### src/rtl/core/pcbd_pkg.sv
// Package for the prefix code bit decoder: sizes, controller states, command and status types, table address function.
`default_nettype none

package pcbd_pkg;

    localparam int MAX_CODE_LEN = 12;
    localparam int CODE_W       = 12;
    localparam int LEN_W        = 4;
    localparam int SYM_W        = 8;
    localparam int ADDR_W       = MAX_CODE_LEN + 1;
    localparam int TABLE_DEPTH  = 1 << ADDR_W;

    typedef enum logic [1:0] {
        ST_CLEAR,
        ST_IDLE,
        ST_LOOKUP
    } t_state;

    typedef struct packed {
        logic clr_wr;     // write zero at the sweep address
        logic load_wr;    // table load from the input item
        logic dec_start;  // append bit, issue table read
        logic out_load;   // capture hit or error into output register
        logic acc_clear;  // drop the accumulated code
    } t_cmd;

    typedef struct packed {
        logic clr_last;   // sweep address at last entry
        logic hit;        // read data holds a symbol
        logic at_max;     // accumulated code at maximum length
        logic out_free;   // output register empty or drained this cycle
    } t_stat;

    // Table address of a code: length marker bit above the code bits.
    function automatic logic [ADDR_W-1:0] entry_addr(input logic [LEN_W-1:0] len,
                                                     input logic [CODE_W-1:0] code);
        logic [ADDR_W-1:0] marker;
        logic [ADDR_W-1:0] mask;
        marker = ADDR_W'(1) << len;
        mask   = marker - ADDR_W'(1);
        return marker | (ADDR_W'(code) & mask);
    endfunction

endpackage

`default_nettype wire

### src/rtl/core/pcbd_ctrl.sv
// Controller state machine for the prefix code bit decoder.
`default_nettype none

module pcbd_ctrl (
    input  wire logic          i_clk,
    input  wire logic          i_rst_n,
    input  wire logic          i_valid,
    input  wire logic          i_func,
    input  pcbd_pkg::t_stat    i_stat,
    output logic               o_stall,
    output pcbd_pkg::t_cmd     o_cmd
);

    pcbd_pkg::t_state r_state;
    pcbd_pkg::t_state n_state;
    logic             accept;

    always_ff @(posedge i_clk) begin
        if (!i_rst_n) begin
            r_state <= pcbd_pkg::ST_CLEAR;
        end else begin
            r_state <= n_state;
        end
    end

    always_comb begin
        n_state = r_state;
        o_cmd   = '0;
        o_stall = 1'b1;
        accept  = 1'b0;
        unique case (r_state)
            pcbd_pkg::ST_CLEAR: begin
                o_cmd.clr_wr = 1'b1;
                if (i_stat.clr_last) begin
                    n_state = pcbd_pkg::ST_IDLE;
                end
            end
            pcbd_pkg::ST_IDLE: begin
                o_stall = !i_stat.out_free;
                accept  = i_valid && i_stat.out_free;
                if (accept) begin
                    if (i_func) begin
                        o_cmd.dec_start = 1'b1;
                        n_state         = pcbd_pkg::ST_LOOKUP;
                    end else begin
                        o_cmd.load_wr = 1'b1;
                    end
                end
            end
            pcbd_pkg::ST_LOOKUP: begin
                // result or error ends the code
                if (i_stat.hit || i_stat.at_max) begin
                    o_cmd.out_load  = 1'b1;
                    o_cmd.acc_clear = 1'b1;
                end
                n_state = pcbd_pkg::ST_IDLE;
            end
            default: begin
                n_state = pcbd_pkg::ST_CLEAR;
            end
        endcase
    end

endmodule

`default_nettype wire

### config.mk
export PLATFORM = sky130hd
export DESIGN_NAME = pcbd_ctrl
export DESIGN_NICKNAME = d
export VERILOG_FILES = /design/src/rtl/core/pcbd_pkg.sv /design/src/rtl/core/pcbd_ctrl.sv
export SDC_FILE = /design/constraint.sdc
export NUM_CORES = 1
export LEC_CHECK = 0
export ABC_AREA = 1
export BUFFER_PORTS_ARGS = -buffer_cell sky130_fd_sc_hd__buf_2
export CAP_MARGIN = 15
export CORE_AREA = 2 2 39 41
export CTS_CLUSTER_DIAMETER = 120
export DETAILED_ROUTE_END_ITERATION = 10
export DIE_AREA = 0 0 41 43
export HOLD_SLACK_MARGIN = 0.02
export PLACE_DENSITY = 0.3
export SYNTH_ARGS = -nofsm -noshare
export SYNTH_HDL_FRONTEND = slang
export SYNTH_SLANG_ARGS = --single-unit
export TNS_END_PERCENT = 50
### constraint.sdc
create_clock -name i_clk -period 1.7 [get_ports i_clk]
set_input_delay 0.51 -clock i_clk [delete_from_list [all_inputs] [get_ports i_clk]]
set_output_delay 0.51 -clock i_clk [all_outputs]
set_load 0.01 [all_outputs]
Yosys cells after proc, flatten, opt, wreduce, memory -nomap -nowiden
Index checks and enable logic that the tools add are counted.
- equal/unequal tests: 5
- muxes and demuxes: 12
- reductions and logical operators: 5
- operators by type and width (operator ; count):
    2-bit 2-to-1 mux ; 7
    2-bit != test (second input constant) ; 3
    2-bit one-hot mux with 3 select lines ; 1
    1-bit 2-to-1 mux ; 4
    3-bit AND reduction ; 1
    2-bit by 1-bit equality test with 1-bit output (second input constant) ; 1
    2-bit equality test (second input constant) ; 1
    2-bit logical NOT ; 1
    1-bit logical AND ; 1
    1-bit logical NOT ; 1
    1-bit logical OR ; 1
- register bits after elaboration: 2
- input port bits: 8
- output and inout bits: 6
- logic and storage cells: 23

Depth between registers and ports, before layout
- depth in word-level cells: 3
- mapped depth: 4
- mapped depth without buffers: 4

Worst setup path before layout
Ideal clock, no wire load.
- path type: in2out
- start point: in i_stat[1] (netlist bit)
- end point: out o_cmd[1] (netlist bit)
- arrival time: 1042 ps
- data required time: 1190 ps
- setup slack: 148 ps
- cell stages on the path: 3
- path buffers: 1
- path through: nor2_1 nor3_1 buf_4
- RTL lines (element ; line ; source):
    from (decl) ; pcbd_ctrl.sv:9 ; input pcbd_pkg::t_stat i_stat,
    to (decl) ; pcbd_ctrl.sv:11 ; output pcbd_pkg::t_cmd o_cmd

==> summary.txt <==
Status: complete, no violations
Fraction of layout cells with a size suffix above 1: 0.5143
Share of the synthesized area in the top cell type: 0.3299
Via density: 3.235
First-pass GRT wire length: 531 um
#FFs+latches synth: 2
Overall routing resource usage: 0.05611
Critical Path AT: 1.03 ns
Pre-CTS setup slack: 0.2373 ns
Yosys warnings: 0
Post-Place Cells: 48
Syn Inst Count: 20
Max-slew headroom: 0.8639
Post-DRT Antenna Nets: 0
Min-delay worst type: input port to register
PnR worst setup slack: 0.1567 ns
Placed cell areas: 198.9 sq um
N_diodes: 0
Post-Synthesis Cell Area: 121.4 sq um
Num ports: 14
Area Growth Syn to Fin: 82.47%
Placer Congestion: 0.6102
CTS root buffer: clkbuf_4
# DRC: 0
CTS resizes: 0
Largest net degree at the start of global routing: 5
Initial antenna violation count: 0
Most frequent cell after synthesis: nand2_1
Critical Path RT: 1.19 ns
Main area contributors after synthesis: dfxtp_1, nor3_1, nand2_1
Critical Path Start Type: register
EDFF count, synth: 0
Net load switching power: 0.04585 mW
Largest registers: r_state x2
Hold buffer count at CTS: 0
Std-Cell Rows: 14
Pins over their slew limit: 0
Remaining global-route overflow: 0
Pwr/cell area: 848.1 nW/um^2
Final hold violation count: 0
Int Pwr: 0.1420 mW
Drt first-iter violations: 8
Total power: 0.1878 mW
Most flops, register: r_state
Most common flop cell mapped by yosys: dfxtp_1
Clk_lat worst skew: 0.22 ns
Combinational Power Share: 0.159
Initial core utilization: 0.08770
Clock Sinks: 2
Fin crit share: 0.9078
Critical path class: register to output pin
Tightest Pin Transition: 0.2026 ns
WL per Instance: 6.882 um
Post-Route WL: 351 um
Max Fclk: 648.0 MHz
Largest area contributor in the netlist: dfxtp_1
Maximum VDD drop: 0.0001751 V
Max FO, Critical Path: 4
Crit. End Element: output pin
Finished Layout Cells: 51
Switching Fraction: 0.2441
DPL Wire Length: 267.9 um
Synth unique cells: 11
Die X: 41 um
Leakage: 0.1144 nW
Worst clock skew: 0.0007356 ns
Port Buf Inserts: 13
TNS Setup: 0 ns
Asr flop ratio synth: 0
Final worst path period need: 1.543 ns
Top cells by count, synth: nand2_1, nor2_1, nor3_1
# Post-CTS Setup Buffers: 0
Die area: 1763 sq um
RSZ-0062 raised after global routing: false
Nets: 45
Bufs on Longest Clock Path: 2
Syn Area/Cell: 6.068 sq um
Number of flip-flops in the largest register: 2
Vias in the first global route: 135
CTS H-tree depth: 1
Core area: 1384 sq um
Seq pwr share: 0.278
Final setup fails: 0
Max Cap Viol: 0
Vias: 165
Syn_nets: 28
CTS tree: built
Design area: 221.5 sq um
Sequential fraction of the synthesis area: 0.3299
DRT Pass-1 Iters: 3
Clk pin slew, worst setup/hold paths: 0.03 ns
Number of buffers created by CTS: 3
Clock power frac: 0.562
Die H: 43 um
[power by group through the flow]
| stage | combinational, mW | sequential (mW) | clock [mW] |
|---|---|---|---|
| after detailed placement | 0.0304 | 0.0528 | 0 |
| after global routing | 0.0346 | 0.0526 | 0.123 |
| after floorplan | 0.0154 | 0.0526 | 0 |
| after CTS | 0.0306 | 0.0522 | 0.115 |
| final | 0.0299 | 0.0523 | 0.106 |
| after global placement | 0.0307 | 0.0532 | 0 |
[stage by stage]
stage | hold WS, ns | util
2_1_floorplan | 0.5113 | -
3_3_place_gp | 0.5625 | 0.1438
3_5_place_dp | 0.5522 | 0.1438
4_1_cts | 0.5190 | 0.1600
5_1_grt | 0.5241 | 0.1600
6_report | 0.5280 | 0.1600
[metal layers]
metal / GRT usage / up-vias / wire, um
li1: - / 92 / -
met1: 0.06070 / 59 / 173
met2: 0.04063 / 14 / 105
met3: 0.06283 / 0 / 72
met4: 0.08000 / 0 / 0
met5: 0 / - / 0
[area by class of cell]
class | count | area, sq um
repair buffers | 13 | 65.06
clock buffers | 3 | 22.52
flip-flops and latches | 2 | 40.04
fillers | 159 | 1162
multi-input cells | 14 | 62.56
inverters | 3 | 11.26
well taps | 16 | 20.02
[cell families after synthesis]
group,synth area share
buf+inv,0.1547
simple gates,0.4329
flops,0.3299
compound gates,0.08240
[worst max-delay path, stage by stage (launching register included)]
cell	delay, ns
dfxtp_1	0.36
inv_1	0.07
nor3_1	0.21
buf_2	0.17
[placed cells by master (no fill, tap or decap)]
| cell type | count |
|---|---|
| nor2_2 | 1 |
| nor2_1 | 3 |
| a21oi_1 | 1 |
| nand3_1 | 1 |
| clkbuf_4 | 3 |
| inv_2 | 1 |
| nand2_1 | 4 |
| inv_1 | 2 |
| buf_2 | 13 |
| o21ai_0 | 1 |
| dfxtp_1 | 2 |
| nor3_1 | 3 |
[final timing paths]
kind	start	end	cells past startpoint	slack, ns
min	i_rst_n	r_state[0]	3	0.53
max reg2reg	r_state[0]	r_state[0]	4	0.94
min reg2reg	r_state[0]	r_state[1]	2	0.55
max	r_state[1]	o_cmd[1]	3	0.16
No activity file was read; power rests on OpenSTA's default activity.
